[src/tcf_pkg.sv]
package tcf_pkg;

    localparam logic [7:0] BYTE_IAC  = 8'd255;
    localparam logic [7:0] BYTE_DONT = 8'd254;
    localparam logic [7:0] BYTE_DO   = 8'd253;
    localparam logic [7:0] BYTE_WONT = 8'd252;
    localparam logic [7:0] BYTE_WILL = 8'd251;
    localparam logic [7:0] BYTE_AYT  = 8'd246;
    localparam logic [7:0] OPT_ECHO  = 8'd1;

    localparam logic [1:0] DEST_APP   = 2'd0;
    localparam logic [1:0] DEST_ECHO  = 2'd1;
    localparam logic [1:0] DEST_REPLY = 2'd2;

    localparam int AYT_LEN = 7;
    localparam int IDX_W   = $clog2(AYT_LEN);

    // Reply to "are you there": "[YES]" followed by CR LF.
    function automatic logic [7:0] ayt_char(input logic [IDX_W-1:0] idx);
        logic [7:0] c;
        case (idx)
            3'd0:    c = 8'h5B;
            3'd1:    c = 8'h59;
            3'd2:    c = 8'h45;
            3'd3:    c = 8'h53;
            3'd4:    c = 8'h5D;
            3'd5:    c = 8'h0D;
            3'd6:    c = 8'h0A;
            default: c = 8'h0A;
        endcase
        return c;
    endfunction

endpackage

[src/tcf_rx_if.sv]
interface tcf_rx_if;
    logic       valid;
    logic       ready;
    logic [7:0] rx_byte;
    logic       hide_echo;
    logic       chunk_end;

    modport source (output valid, output rx_byte, output hide_echo, output chunk_end,
                    input ready);
    modport sink (input valid, input rx_byte, input hide_echo, input chunk_end,
                  output ready);
endinterface

[src/tcf_tx_if.sv]
interface tcf_tx_if;
    logic       valid;
    logic       ready;
    logic [7:0] out_byte;
    logic [1:0] out_dest;
    logic       last_of_run;

    modport source (output valid, output out_byte, output out_dest, output last_of_run,
                    input ready);
    modport sink (input valid, input out_byte, input out_dest, input last_of_run,
                  output ready);
endinterface

[src/telnet_command_filter.sv]
// The first result of a byte passes through the run register and then the result register.
// One result per cycle while the receiver is ready; a byte gives as many results as its run
// holds (two for an echoed data byte, seven for an AYT reply), and a dropped byte gives none.
// A new byte is taken once the run register is empty or is emitting its last result.
// Reset (asynchronous, active low) returns to the data phase with echo off and
// empties the run and result registers.
module telnet_command_filter
    import tcf_pkg::*;
(
    input  logic     clk,
    input  logic     rst_n,
    tcf_rx_if.sink   item,
    tcf_tx_if.source result
);

    typedef enum logic [2:0] {PH_DATA, PH_IAC, PH_DO, PH_DONT, PH_SKIP} phase_t;
    typedef enum logic [1:0] {RUN_DATA, RUN_REPLY, RUN_AYT} run_kind_t;

    phase_t           phase_reg, phase_next;
    logic             echo_reg, echo_next;

    logic             run_valid_reg;
    run_kind_t        run_kind_reg;
    logic [7:0]       run_byte_reg;
    logic [7:0]       run_cmd_reg;
    logic             run_echo_reg;
    logic [IDX_W-1:0] run_idx_reg;

    logic             out_valid_reg;
    logic [7:0]       out_byte_reg;
    logic [1:0]       out_dest_reg;
    logic             out_last_reg;

    logic             new_valid;
    run_kind_t        new_kind;
    logic [7:0]       new_cmd;
    logic             new_echo;

    logic             out_free;
    logic             emit;
    logic             run_done;
    logic             accept;
    logic [7:0]       elem_byte;
    logic [1:0]       elem_dest;
    logic             elem_last;

    always_comb
    begin
        phase_next = PH_DATA;
        echo_next  = echo_reg;
        new_valid  = 1'b0;
        new_kind   = RUN_DATA;
        new_cmd    = BYTE_WONT;
        new_echo   = echo_reg && !item.hide_echo;
        case (phase_reg)
            PH_IAC:
            begin
                if (item.rx_byte == BYTE_IAC)
                begin
                    new_valid = 1'b1;
                end
                else if (item.rx_byte == BYTE_AYT)
                begin
                    new_valid = 1'b1;
                    new_kind  = RUN_AYT;
                end
                else if (item.rx_byte == BYTE_DO)
                begin
                    phase_next = PH_DO;
                end
                else if (item.rx_byte == BYTE_DONT)
                begin
                    phase_next = PH_DONT;
                end
                else if (item.rx_byte == BYTE_WILL || item.rx_byte == BYTE_WONT)
                begin
                    phase_next = PH_SKIP;
                end
            end
            PH_DO:
            begin
                if (item.rx_byte == OPT_ECHO)
                begin
                    if (!echo_reg)
                    begin
                        new_valid = 1'b1;
                        new_kind  = RUN_REPLY;
                        new_cmd   = BYTE_WILL;
                        echo_next = 1'b1;
                    end
                end
                else
                begin
                    new_valid = 1'b1;
                    new_kind  = RUN_REPLY;
                end
            end
            PH_DONT:
            begin
                if (item.rx_byte == OPT_ECHO && echo_reg)
                begin
                    new_valid = 1'b1;
                    new_kind  = RUN_REPLY;
                    echo_next = 1'b0;
                end
            end
            PH_SKIP:
            begin
                phase_next = PH_DATA;
            end
            default:
            begin
                if (item.rx_byte == BYTE_IAC)
                begin
                    phase_next = PH_IAC;
                end
                else
                begin
                    new_valid = 1'b1;
                end
            end
        endcase
    end

    always_comb
    begin
        elem_byte = run_byte_reg;
        elem_dest = DEST_REPLY;
        elem_last = 1'b0;
        case (run_kind_reg)
            RUN_DATA:
            begin
                elem_dest = (run_echo_reg && run_idx_reg == '0) ? DEST_ECHO : DEST_APP;
                elem_last = !run_echo_reg || run_idx_reg != '0;
            end
            RUN_REPLY:
            begin
                case (run_idx_reg)
                    3'd0:    elem_byte = BYTE_IAC;
                    3'd1:    elem_byte = run_cmd_reg;
                    default: elem_byte = run_byte_reg;
                endcase
                elem_last = run_idx_reg == 3'd2;
            end
            RUN_AYT:
            begin
                elem_byte = ayt_char(run_idx_reg);
                elem_last = run_idx_reg == IDX_W'(AYT_LEN - 1);
            end
            default:
            begin
                elem_last = 1'b1;
            end
        endcase
    end

    assign out_free   = !out_valid_reg || result.ready;
    assign emit       = run_valid_reg && out_free;
    assign run_done   = emit && elem_last;
    assign item.ready = !run_valid_reg || run_done;
    assign accept     = item.valid && item.ready;

    always_ff @(posedge clk or negedge rst_n)
    begin
        if (!rst_n)
        begin
            phase_reg     <= PH_DATA;
            echo_reg      <= 1'b0;
            run_valid_reg <= 1'b0;
            out_valid_reg <= 1'b0;
        end
        else
        begin
            if (accept)
            begin
                phase_reg <= phase_next;
                echo_reg  <= echo_next;
            end
            if (accept && new_valid)
            begin
                run_valid_reg <= 1'b1;
            end
            else if (run_done)
            begin
                run_valid_reg <= 1'b0;
            end
            if (emit)
            begin
                out_valid_reg <= 1'b1;
            end
            else if (result.ready)
            begin
                out_valid_reg <= 1'b0;
            end
        end
    end

    always_ff @(posedge clk)
    begin
        if (accept && new_valid)
        begin
            run_kind_reg <= new_kind;
            run_byte_reg <= item.rx_byte;
            run_cmd_reg  <= new_cmd;
            run_echo_reg <= new_echo;
            run_idx_reg  <= '0;
        end
        else if (emit)
        begin
            run_idx_reg <= IDX_W'(run_idx_reg + 1'b1);
        end
        if (emit)
        begin
            out_byte_reg <= elem_byte;
            out_dest_reg <= elem_dest;
            out_last_reg <= elem_last;
        end
    end

    assign result.valid       = out_valid_reg;
    assign result.out_byte    = out_byte_reg;
    assign result.out_dest    = out_dest_reg;
    assign result.last_of_run = out_last_reg;

endmodule

[src/flat_wrapper.sv]
// flat-port wrapper written by rule: the top's interface ports become plain ports
module telnet_command_filter_flat import tcf_pkg::*;
  (clk, rst_n, item_valid, item_rx_byte, item_hide_echo, item_chunk_end, item_ready, result_valid, result_out_byte, result_out_dest, result_last_of_run, result_ready);
  tcf_rx_if item_i ();
  tcf_tx_if result_i ();
  input  logic clk;
  input  logic rst_n;
  input wire logic [$bits(item_i.valid)-1:0] item_valid;
  input wire logic [$bits(item_i.rx_byte)-1:0] item_rx_byte;
  input wire logic [$bits(item_i.hide_echo)-1:0] item_hide_echo;
  input wire logic [$bits(item_i.chunk_end)-1:0] item_chunk_end;
  output wire logic [$bits(item_i.ready)-1:0] item_ready;
  output wire logic [$bits(result_i.valid)-1:0] result_valid;
  output wire logic [$bits(result_i.out_byte)-1:0] result_out_byte;
  output wire logic [$bits(result_i.out_dest)-1:0] result_out_dest;
  output wire logic [$bits(result_i.last_of_run)-1:0] result_last_of_run;
  input wire logic [$bits(result_i.ready)-1:0] result_ready;
  assign item_i.valid = item_valid;
  assign item_i.rx_byte = item_rx_byte;
  assign item_i.hide_echo = item_hide_echo;
  assign item_i.chunk_end = item_chunk_end;
  assign item_ready = item_i.ready;
  assign result_valid = result_i.valid;
  assign result_out_byte = result_i.out_byte;
  assign result_out_dest = result_i.out_dest;
  assign result_last_of_run = result_i.last_of_run;
  assign result_i.ready = result_ready;
  telnet_command_filter u_core (.clk(clk), .rst_n(rst_n), .item(item_i), .result(result_i));
endmodule
[config.mk]
export PLATFORM = sky130hd
export DESIGN_NAME = telnet_command_filter_flat
export DESIGN_NICKNAME = d
export VERILOG_FILES = /design/src/tcf_pkg.sv /design/src/tcf_rx_if.sv /design/src/tcf_tx_if.sv /design/src/telnet_command_filter.sv /design/src/flat_wrapper.sv
export SDC_FILE = /design/constraint.sdc
export NUM_CORES = 1
export LEC_CHECK = 0
export ABC_CLOCK_PERIOD_IN_PS = 4400
export CAP_MARGIN = 20
export CORE_ASPECT_RATIO = 0.9
export CORE_UTILIZATION = 60
export DETAILED_ROUTE_END_ITERATION = 10
export DONT_BUFFER_PORTS = 1
export PLACE_DENSITY = 0.72
export SLEW_MARGIN = 20
export SYNTH_ARGS = -nofsm -noshare
export SYNTH_HDL_FRONTEND = slang
export SYNTH_SLANG_ARGS = --single-unit
[constraint.sdc]
create_clock -name clk -period 4.4 [get_ports clk]
set_input_delay 0.22 -clock clk [delete_from_list [all_inputs] [get_ports clk]]
set_output_delay 0.22 -clock clk [all_outputs]
set_load 0.02 [all_outputs]
==> reports/results.tsv, run 1 <==
metric	value	unit
Num CTS Buffers	5	
die footprint	3250	sq um
Layout Nets	203	
post-layout min period	2.75	ns
most common cell after layout, fill and taps aside	edfxtp_1	
main combinational cell family by area after synthesis	compound AO/OA/AOI/OAI gates	
Slew @ Worst Pin	0.761	ns
Psw	359	uW
IO buf count	0	
synth unique cells	47	
CTS Sinks	33	
Hold WS	0.0183	ns
Crit-path slowest cell	a211oi_4	
DP HPWL	2440	um
layout cells sized above 1	0.0718	
max incr delay on CP	0.65	ns
number of synthesized flops with an enable pin	24	
part of the power in the clock network	0.165	
commonest non-fill, non-tap cells in the layout	edfxtp_1, nor2_1, a21oi_1	
peak supply drop	201	uV
initial core utilization	0.646	
Max-Cap Viols	0	
clock root buffer	clkbuf_4	
Skew-Pair Late Insertion Delay	0.32	ns
XOR/XNOR Fraction of Synth Area	0.0193	
Antenna Cells	0	
area of the core	2820	sq um
worst clock skew	0.00603	ns
Hold-fix buffers, CTS	9	
element type at the critical path end	flip-flop	
ys flop type	edfxtp_1	
DRT antenna net count	0	
DRC	0	
worst path cell trace	inv_1 -> ha_1 -> nor2b_1 -> a311oi_1 -> o21ai_2 -> a211oi_4	
initial antenna violation count	0	
post-CTS setup buffers	0	
Final Hold Viols	0	
post-CTS resize count	0	
Design Area, Final	1970	sq um
internal power	586	uW
Metal-1 WL	1470	um
GRT Util Overall	0.231	
mux share of post-synthesis cell area	0.0179	
GR Overflow Total	0	
crit-path max FO	16	
Via density	6.00	
Cell Rows	18	
CP top delay family	compound AO/OA/AOI/OAI gates	
pin count of the biggest net entering global routing	17	
worst-case clock buffer depth	2	
cells after synthesis	173	
Compound-Gate Fraction of Synth Area	0.188	
Synth Warn #	0	
average size of a mapped cell	10.5	sq um
DP Area	1830	sq um
Vias	1326	
worst min path class	in -> reg	
final wirelength	3270	um
Synth Net Count	196	
Max Slew Vio Count	0	
WP buf/inv	1	
vias in the first global route	1228	
Synth Cell Area	1820	sq um
Die Span Y	54.2	um
crit path kind	reg -> reg	
Worst slew margin	0.491	
Startpoint Class	flip-flop	
chip width	60.0	um
met2 routed WL	1590	um
Fillers	219	
Clk pin slew, worst setup/hold paths	0.09	ns
status	complete, no violations	
Required @ worst endpoint	4.36	ns
Comb pwr share	0.324	
Pwr per Cell Area	479	nW/um^2
Area Growth Syn to Fin	8.60	%
RSZ-0062 raised after global routing	false	
period utilization	0.626	
first-pass GRT wire length	5310	um
CTS tree	done	
Routability Congestion	0.847	
Max Freq	0.363	GHz
async set-or-reset flop fraction in the synthesized netlist	0.182	
Post-Synth Adder-Cell Area	0.0619	
number of H-tree levels	2	
setup TNS	0	ns
I/O pins	27	
simple-gate share of the synthesized area	0.156	
drt wl/cell	14.8	um
synthesized flop and latch total	33	
initial detailed-routing violation count	58	
Sequential Power Share	0.511	
final setup vio count	0	
WL met3	140	um
leakage	0.000758	uW
Net Sw Frac	0.380	
critical path arrival	2.72	ns
uppermost layer routed	met4	
DR pass1 iterations	4	
sequential cell area fraction in the yosys report	0.512	
## per-stage QoR
stage | worst slack (ns) | instances | util | total power [uW]
floorplan | 2.06 | 173 | - | 723
global placement | 1.75 | 204 | 0.652 | 771
detailed placement | 1.65 | 204 | 0.652 | 787
CTS | 1.64 | 221 | 0.701 | 946
global route | 1.40 | 221 | 0.701 | 1010
finish | 1.65 | 221 | 0.701 | 945
## final timing paths
path                                  startpoint                endpoint  slack [ns]  cells after the start
setup / recovery           u_core.run_idx_reg[0]  u_core.run_byte_reg[5]        1.65                      6
hold / removal                        item_valid    u_core.run_valid_reg        0.02                      1
setup reg to reg           u_core.run_idx_reg[0]  u_core.run_byte_reg[5]        1.65                      6
hold reg to reg             u_core.run_valid_reg     u_core.result.valid        0.54                      2
max in group asynchronous                  rst_n     u_core.result.valid        3.99                      1
min in group asynchronous                  rst_n         u_core.echo_reg        0.19                      1
## synthesized netlist by cell type, types with 2 or more instances
library cell	instances	area, sq um
dfxtp_1	3	60.1
mux2_2	2	22.5
nand2b_1	2	12.5
nor2b_1	5	31.3
dfrtp_1	6	150
nor2_1	18	67.6
inv_1	13	48.8
a21oi_1	15	75.1
nand2_1	11	41.3
edfxtp_1	24	721
nand3b_1	2	15.0
clkbuf_1	9	33.8
o21ai_0	4	20.0
xor2_1	2	17.5
nor3_1	4	20.0
nand3_1	2	10.0
ha_1	9	113
a2bb2oi_1	3	26.3
and3_1	2	12.5
a21boi_0	4	30.0
a221oi_1	2	17.5
o31ai_1	5	37.5
xnor2_1	2	17.5
## kinds of logic (layout without fill, tap and decap cells)
logic type	Yosys count	in the layout
AOI/OAI and AO/OA	47	47
and+or+nand+nor	55	55
buffers and inverters	22	30
adders and majority gates	9	9
muxes	3	3
xor gates and xnor gates	4	4
DFF	33	33
## worst reg2reg max path, cell delays in order, from the launching register on
cell and delay, ns:
dfxtp_1 0.42, inv_1 0.11, ha_1 0.31, nor2b_1 0.20, a311oi_1 0.47, o21ai_2 0.24
a211oi_4 0.65
## area by class of cell
cell class | instances | area, sq um | area share
Sequential cell | 33 | 931 | 0.471
Multi-Input combinational cell | 118 | 805 | 0.407
Timing Repair Buffer | 9 | 90.1 | 0.0456
Tap cell | 40 | 50.0 | 0.0253
Inverter | 13 | 48.8 | 0.0247
Clock buffer | 5 | 37.5 | 0.0190
Clock inverter | 3 | 12.5 | 0.00634
## layer usage
metal,track usage,vias to the layer above
met2,0.367,46
met3,0.0875,10
met5,0,-
met1,0.283,627
met4,0.0969,0
li1,-,643
## power by group through the flow
stage / sequential [uW] / combinational, uW / clock, uW
6_report: 483 / 306 / 156
5_1_grt: 491 / 345 / 175
4_1_cts: 483 / 303 / 159
3_5_place_dp: 491 / 296 / 0
3_3_place_gp: 488 / 283 / 0
2_1_floorplan: 476 / 248 / 0
Power figures use the tool's default switching activity.
==> run 2: changes to the inputs <==
--- a/config.mk
+++ b/config.mk
@@ -5,7 +5,8 @@
 export SDC_FILE = /design/constraint.sdc
 export NUM_CORES = 1
 export LEC_CHECK = 0
-export ABC_CLOCK_PERIOD_IN_PS = 4400
+export ABC_AREA = 1
+export ABC_CLOCK_PERIOD_IN_PS = 2850
 export CAP_MARGIN = 20
 export CORE_ASPECT_RATIO = 0.9
 export CORE_UTILIZATION = 60
==> constraint.sdc (replaced) <==
create_clock -name clk -period 2.85 [get_ports clk]
set_input_delay 0.1425 -clock clk [delete_from_list [all_inputs] [get_ports clk]]
set_output_delay 0.1425 -clock clk [all_outputs]
set_load 0.02 [all_outputs]
==> reports/results.tsv, run 2 <==
metric	value	unit	change
status	complete, no violations		unchanged
vias in the first global route	1259		was 1228
GRT Util Overall	0.236		was 0.231
R2R cell count	9		was 6
number of synthesized flops with an enable pin	24		unchanged
async set-or-reset flop fraction in the synthesized netlist	0.182		unchanged
Seq. cell area	931	sq um	unchanged
Routability Congestion	0.852		was 0.847
GR Overflow Total	0		unchanged
DRT antenna net count	0		unchanged
IO buf count	0		unchanged
WP buf/inv	1		unchanged
Final Hold Viols	0		unchanged
Worst slew margin	0.672		was 0.491
final setup vio count	0		unchanged
simple-gate share of the synthesized area	0.257		was 0.156
Hold WS	0.00796	ns	was 0.0183 ns
XOR/XNOR Fraction of Synth Area	0.00485		was 0.0193
Setup WS pre-CTS	0.659	ns	was 1.65 ns
CTS tree	done		unchanged
Compound-Gate Fraction of Synth Area	0.0915		was 0.188
worst min path class	in -> reg		unchanged
initial antenna violation count	0		unchanged
Via density	5.17		was 6.00
commonest non-fill, non-tap cells in the layout	nand2_1, inv_1, edfxtp_1		was edfxtp_1, nor2_1, a21oi_1
Worst Hold Depth	3		was 1
max incr delay on CP	0.46	ns	was 0.65 ns
Synth area leader	edfxtp_1		unchanged
Crit-path slowest cell	dfxtp_1		was a211oi_4
uppermost layer routed	met4		unchanged
final wirelength	3290	um	was 3270 um
Vias	1307		was 1326
CTS Sinks	33		unchanged
Post-synth top cells	nand2_1, inv_1, edfxtp_1, nor2_1, nand3_1		was edfxtp_1, nor2_1, a21oi_1, inv_1, nand2_1
period utilization	0.779		was 0.626
pin count of the biggest net entering global routing	17		unchanged
layout cells sized above 1	0.136		was 0.0718
post-layout min period	2.22	ns	was 2.75 ns
area of the core	2790	sq um	was 2820 sq um
DP HPWL	2400	um	was 2440 um
Cell Rows	18		unchanged
Crit path top cell by count	nand2_4		
Required @ worst endpoint	2.82	ns	was 4.36 ns
WL met3	105	um	was 140 um
Fillers	215		was 219
setup TNS	0	ns	unchanged
worst path cell trace	inv_1 -> ha_1 -> nand3_1 -> nand2_1 -> nand3_2 -> nand2_4 -> nand2_4 -> nand3_4 -> nor2_4		was inv_1 -> ha_1 -> nor2b_1 -> a311oi_1 -> o21ai_2 -> a211oi_4
initial detailed-routing violation count	51		was 58
Metal-1 WL	1500	um	was 1470 um
I/O pins	27		unchanged
CP top delay family	simple AND/OR/NAND/NOR gates		was compound AO/OA/AOI/OAI gates
critical path arrival	2.19	ns	was 2.72 ns
chip width	59.8	um	was 60.0 um
Post-Synth Adder-Cell Area	0.0624		was 0.0619
crit-path max FO	16		unchanged
worst-case clock buffer depth	2		unchanged
average size of a mapped cell	9.30	sq um	was 10.5 sq um
Num CTS Buffers	5		unchanged
Crit. path cell count	9		was 6
leakage	0.000825	uW	was 0.000758 uW
post-CTS resize count	0		unchanged
ys flop type	edfxtp_1		unchanged
Synth top area share	0.399		was 0.396
sequential cell area fraction in the yosys report	0.516		was 0.512
met2 routed WL	1600	um	was 1590 um
Max Freq	0.450	GHz	was 0.363 GHz
RSZ-0062 raised after global routing	false		unchanged
crit path kind	reg -> reg		unchanged
peak supply drop	367	uV	was 201 uV
Die Span Y	54.0	um	was 54.2 um
Startpoint Class	flip-flop		unchanged
Pwr per Cell Area	880	nW/um^2	was 479 nW/um^2
Antenna Cells	0		unchanged
element type at the critical path end	flip-flop		unchanged
Max-Cap Viols	0		unchanged
mux share of post-synthesis cell area	0.00555		was 0.0179
initial core utilization	0.646		about the same
post-route setup slack	0.629	ns	was 1.65 ns
synth unique cells	29		was 47
drt wl/cell	13.0	um	was 14.8 um
Slew @ Worst Pin	0.490	ns	was 0.761 ns
most common cell after layout, fill and taps aside	nand2_1		was edfxtp_1
area occupied by multi-input gates	761	sq um	was 805 sq um
most common cell in the netlist	nand2_1		was edfxtp_1
clock root buffer	clkbuf_4		unchanged
die footprint	3230	sq um	was 3250 sq um
Synth Warn #	0		unchanged
top cells by area, synth	edfxtp_1, dfrtp_1, nand2_1		was edfxtp_1, dfrtp_1, ha_1
first-pass GRT wire length	5350	um	was 5310 um
number of H-tree levels	2		unchanged
Area Growth Syn to Fin	11.9	%	was 8.60%
Synth Cell Area	1800	sq um	was 1820 sq um
Layout Nets	235		was 203
Max Slew Vio Count	0		unchanged
worst clock skew	0.00917	ns	was 0.00603 ns
Skew-Pair Late Insertion Delay	0.33	ns	was 0.32 ns
DP Area	1860	sq um	was 1830 sq um
Synth Net Count	217		was 196
main combinational cell family by area after synthesis	simple AND/OR/NAND/NOR gates		was compound AO/OA/AOI/OAI gates
DRC	0		unchanged
synthesized flop and latch total	33		unchanged
Design Area, Final	2020	sq um	was 1970 sq um
cells after synthesis	194		was 173
Clk pin slew, worst setup/hold paths	0.10	ns	was 0.09 ns
Core Util, Final	0.723		was 0.701
DR pass1 iterations	4		unchanged
-- run 2: metal layers --
layer  vias up  track usage
met2        37        0.411
li1        688            -
met1       572        0.268
met3        10       0.0577
met4         0        0.128
met5         -            0
-- run 2: stage by stage --
step | power (uW) | instances
floorplan | 1380 | 194
global placement | 1480 | 234
detailed placement | 1530 | 234
CTS | 1780 | 253
global route | 1900 | 253
finish | 1780 | 253
-- run 2: layout make-up --
type / instances / share of cell area
clock buffers: 5 / 0.0186
clock inverters: 3 / 0.00620
inverters: 29 / 0.0539
multi-input cells: 131 / 0.377
flip-flops and latches: 33 / 0.461
well taps: 40 / 0.0248
repair buffers: 12 / 0.0583
-- run 2: kinds of logic after synthesis --
family                     count (synthesis)
DFF                                       33
adders and majority gates                  9
muxes                                      1
and+or+nand+nor                           92
xor gates and xnor gates                   1
AOI/OAI and AO/OA                         28
buffers and inverters                     30
-- run 2: what timing repair did --
item	4_1_cts	5_1_grt
hold buffers	11	0
hold endpoints to repair	17	0
buffers inserted	0	0
-- run 2: worst paths after layout --
| path | startpoint | slack [ns] | to |
|---|---|---|---|
| worst max-delay path | u_core.run_idx_reg[0] | 0.63 | u_core.run_cmd_reg[1] |
| worst min-delay path | result_ready | 0.008 | u_core.result.valid |
| worst max register to register | u_core.run_idx_reg[0] | 0.63 | u_core.run_cmd_reg[1] |
| worst min register to register | u_core.run_valid_reg | 0.59 | u_core.result.valid |
| max in group asynchronous | rst_n | 2.52 | u_core.phase_reg[1] |
| min in group asynchronous | rst_n | 0.11 | u_core.result.valid |
-- run 2: worst reg2reg max path, stage by stage (launching register included) --
cell	delay, ns
dfxtp_1	0.46
inv_1	0.10
ha_1	0.27
nand3_1	0.13
nand2_1	0.08
nand3_2	0.11
nand2_4	0.06
nand2_4	0.14
nand3_4	0.09
nor2_4	0.42
-- run 2: report_power, final --
group	switching, uW	internal, uW	total (uW)
logic	421	216	637
clock network	153	89.1	242
registers	177	720	897
==> run 3: changes to the inputs <==
--- a/config.mk
+++ b/config.mk
@@ -5,14 +5,14 @@
 export SDC_FILE = /design/constraint.sdc
 export NUM_CORES = 1
 export LEC_CHECK = 0
-export ABC_AREA = 1
-export ABC_CLOCK_PERIOD_IN_PS = 2850
+export ABC_AREA = 0
+export ABC_CLOCK_PERIOD_IN_PS = 1880
 export CAP_MARGIN = 20
 export CORE_ASPECT_RATIO = 0.9
-export CORE_UTILIZATION = 60
+export CORE_UTILIZATION = 56
 export DETAILED_ROUTE_END_ITERATION = 10
 export DONT_BUFFER_PORTS = 1
-export PLACE_DENSITY = 0.72
+export PLACE_DENSITY = 0.7
 export SLEW_MARGIN = 20
 export SYNTH_ARGS = -nofsm -noshare
 export SYNTH_HDL_FRONTEND = slang
==> constraint.sdc (replaced) <==
create_clock -name clk -period 1.88 [get_ports clk]
set_input_delay 0.094 -clock clk [delete_from_list [all_inputs] [get_ports clk]]
set_output_delay 0.094 -clock clk [all_outputs]
set_load 0.02 [all_outputs]
==> reports/results.tsv, run 3 (synthesis results as in run 1) <==
metric	value	unit	change
status	finished, violations left		was complete, no violations
failing checks	setup timing		
initial detailed-routing violation count	132		was 51
Finished Layout Cells	251		was 253
Antenna Cells	0		unchanged
period utilization	1.01		was 0.779
Startpoint Class	flip-flop		unchanged
Required @ worst endpoint	2.11	ns	was 2.82 ns
Crit. path cell count	8		was 9
Die Span Y	56.1	um	was 54.0 um
number of H-tree levels	2		unchanged
worst-case clock buffer depth	2		unchanged
max incr delay on CP	0.43	ns	was 0.46 ns
critical path arrival	2.13	ns	was 2.19 ns
Pwr per Cell Area	1140	nW/um^2	was 880 nW/um^2
Placed Instances	228		was 234
reg-to-reg startpoint	u_core.run_kind_reg[1]		was u_core.run_idx_reg[0]
DRT antenna net count	0		unchanged
I/O pins	27		unchanged
Max-Cap Viols	0		unchanged
CTS tree	done		unchanged
Worst slew margin	0.684		was 0.672
Area Growth Syn to Fin	29.4	%	was 11.9%
crit-path max FO	3		was 16
GR Overflow Total	0		unchanged
initial antenna violation count	0		unchanged
DP Area	2050	sq um	was 1860 sq um
commonest non-fill, non-tap cells in the layout	edfxtp_1, buf_4, nor2_1		was nand2_1, inv_1, edfxtp_1
Layout Nets	231		was 235
Crit-path slowest cell	edfxtp_1		was dfxtp_1
Critical Path Source	u_core.run_kind_reg[1]		was u_core.run_idx_reg[0]
Max Slew Vio Count	0		unchanged
post-layout min period	1.90	ns	was 2.22 ns
crit path to	u_core.phase_reg[0]		was u_core.run_cmd_reg[1]
RSZ-0062 raised after global routing	true		was false
Fillers	200		was 215
DR pass1 iterations	4		unchanged
final wirelength	4000	um	was 3290 um
Skew-Pair Late Insertion Delay	0.34	ns	was 0.33 ns
CTS Sinks	33		unchanged
area of the core	3070	sq um	was 2790 sq um
final setup vio count	1		was 0
pin count of the biggest net entering global routing	13		was 17
Max Freq	0.527	GHz	was 0.450 GHz
Vias	1484		was 1307
DP HPWL	2800	um	was 2400 um
die footprint	3480	sq um	was 3230 sq um
worst min path class	in -> reg		unchanged
chip width	62.1	um	was 59.8 um
DRC	0		unchanged
Num CTS Buffers	5		unchanged
initial core utilization	0.593		was 0.646
leakage	0.000919	uW	was 0.000825 uW
clock root buffer	clkbuf_4		unchanged
R2R cell count	8		was 9
Cell Rows	19		was 18
Slew @ Worst Pin	0.473	ns	was 0.490 ns
first-pass GRT wire length	6530	um	was 5350 um
Seq. cell area	933	sq um	was 931 sq um
GRT Util Overall	0.266		was 0.236
layout cells sized above 1	0.306		was 0.136
R2R Setup Slk	-0.02	ns	was 0.63 ns
worst clock skew	0.00773	ns	was 0.00917 ns
most common cell after layout, fill and taps aside	edfxtp_1		was nand2_1
Clk pin slew, worst setup/hold paths	0.10	ns	about the same
drt wl/cell	15.9	um	was 13.0 um
post-route setup slack	-0.0179	ns	was 0.629 ns
r2r endpoint	u_core.phase_reg[0]		was u_core.run_cmd_reg[1]
Routability Congestion	0.821		was 0.852
worst path cell trace	inv_2 -> ha_2 -> mux2_4 -> a31o_4 -> o21ai_4 -> buf_6 -> mux2i_1 -> a41o_1		was inv_1 -> ha_1 -> nand3_1 -> nand2_1 -> nand3_2 -> nand2_4 -> nand2_4 -> nand3_4 -> nor2_4
Via density	5.91		was 5.17
WP buf/inv	2		was 1
crit path kind	reg -> reg		unchanged
vias in the first global route	1462		was 1259
CP top delay family	compound AO/OA/AOI/OAI gates		was simple AND/OR/NAND/NOR gates
Setup WS pre-CTS	-0.142	ns	was 0.659 ns
Final Hold Viols	0		unchanged
IO buf count	0		unchanged
peak supply drop	548	uV	was 367 uV
Design Area, Final	2350	sq um	was 2020 sq um
element type at the critical path end	flip-flop		unchanged
area occupied by multi-input gates	945	sq um	was 761 sq um
[run 3: cell count changes in the layout (fill, tap and decap cells not counted), moves of 4 or more]
cell     delta
nand2_1    -25
buf_4      +21
inv_1      -18
nand3_1     -8
o21ai_0     -7
a21oi_1     +6
ha_1        -6
nor2_2      -5
buf_6       +4
ha_2        +4
nand2_2     -4
[run 3: layout make-up]
cell class | instances | area share
clock buffer | 5 | 0.0160
clock inverter | 3 | 0.00532
multi-input combinational | 118 | 0.402
timing repair buffer | 37 | 0.136
sequential | 33 | 0.397
tap | 42 | 0.0223
inverter | 13 | 0.0218
[run 3: per-layer routing]
metal,track usage,wire length [um]
met1,0.312,1610
met2,0.421,2010
met3,0.0977,211
met4,0.124,167
met5,0,0
[run 3: what timing repair did]
action / 4_1_cts / 5_1_grt
hold endpoints to repair: 20 / 0
setup endpoints to repair: 16 / 23
setup buffers: 3 / 0
hold buffers: 11 / 0
cloned: 1 / 0
gates resized for setup: 19 / 12
pin swaps: 6 / 0
[run 3: worst min path at each step]
stage / from / end / slack (ns) / depth (start not counted)
floorplan: rst_n / u_core.echo_reg / -0.20 / 0
global placement: rst_n / u_core.result.valid / -0.20 / 0
detailed placement: rst_n / u_core.result.valid / -0.20 / 0
CTS: item_rx_byte[0] / u_core.phase_reg[2] / 0.01 / 2
global route: item_rx_byte[0] / u_core.phase_reg[2] / 0.01 / 2
finish: item_rx_byte[0] / u_core.phase_reg[2] / 0.01 / 2
[run 3: where the power goes]
group          internal (uW)  switching (uW)  total [uW]
clock network            135             246         381
logic                    539             641        1180
registers                969             163        1130
[run 3: worst reg2reg max path: cells and delay by family, from the launching register on]
| kind | cells | cell delay (ns) |
|---|---|---|
| buffers and inverters | 2 | 0.21 |
| AO/OA/AOI/OAI | 3 | 0.62 |
| adder cells (fa/ha/maj) | 1 | 0.18 |
| multiplexers | 2 | 0.36 |
| flip-flops | 1 | 0.43 |
[run 3: stage by stage]
step                      setup TNS [ns]   util  hold slack [ns]  total power [uW]
after floorplan                    -3.87      -           -0.202              1760
after global placement             -1.40  0.668           -0.201              2040
after detailed placement           -1.82  0.668           -0.202              2090
after CTS                        -0.0848  0.750           0.0134              2570
after global routing               -1.91  0.767           0.0139              2870
final                            -0.0179  0.767           0.0108              2690
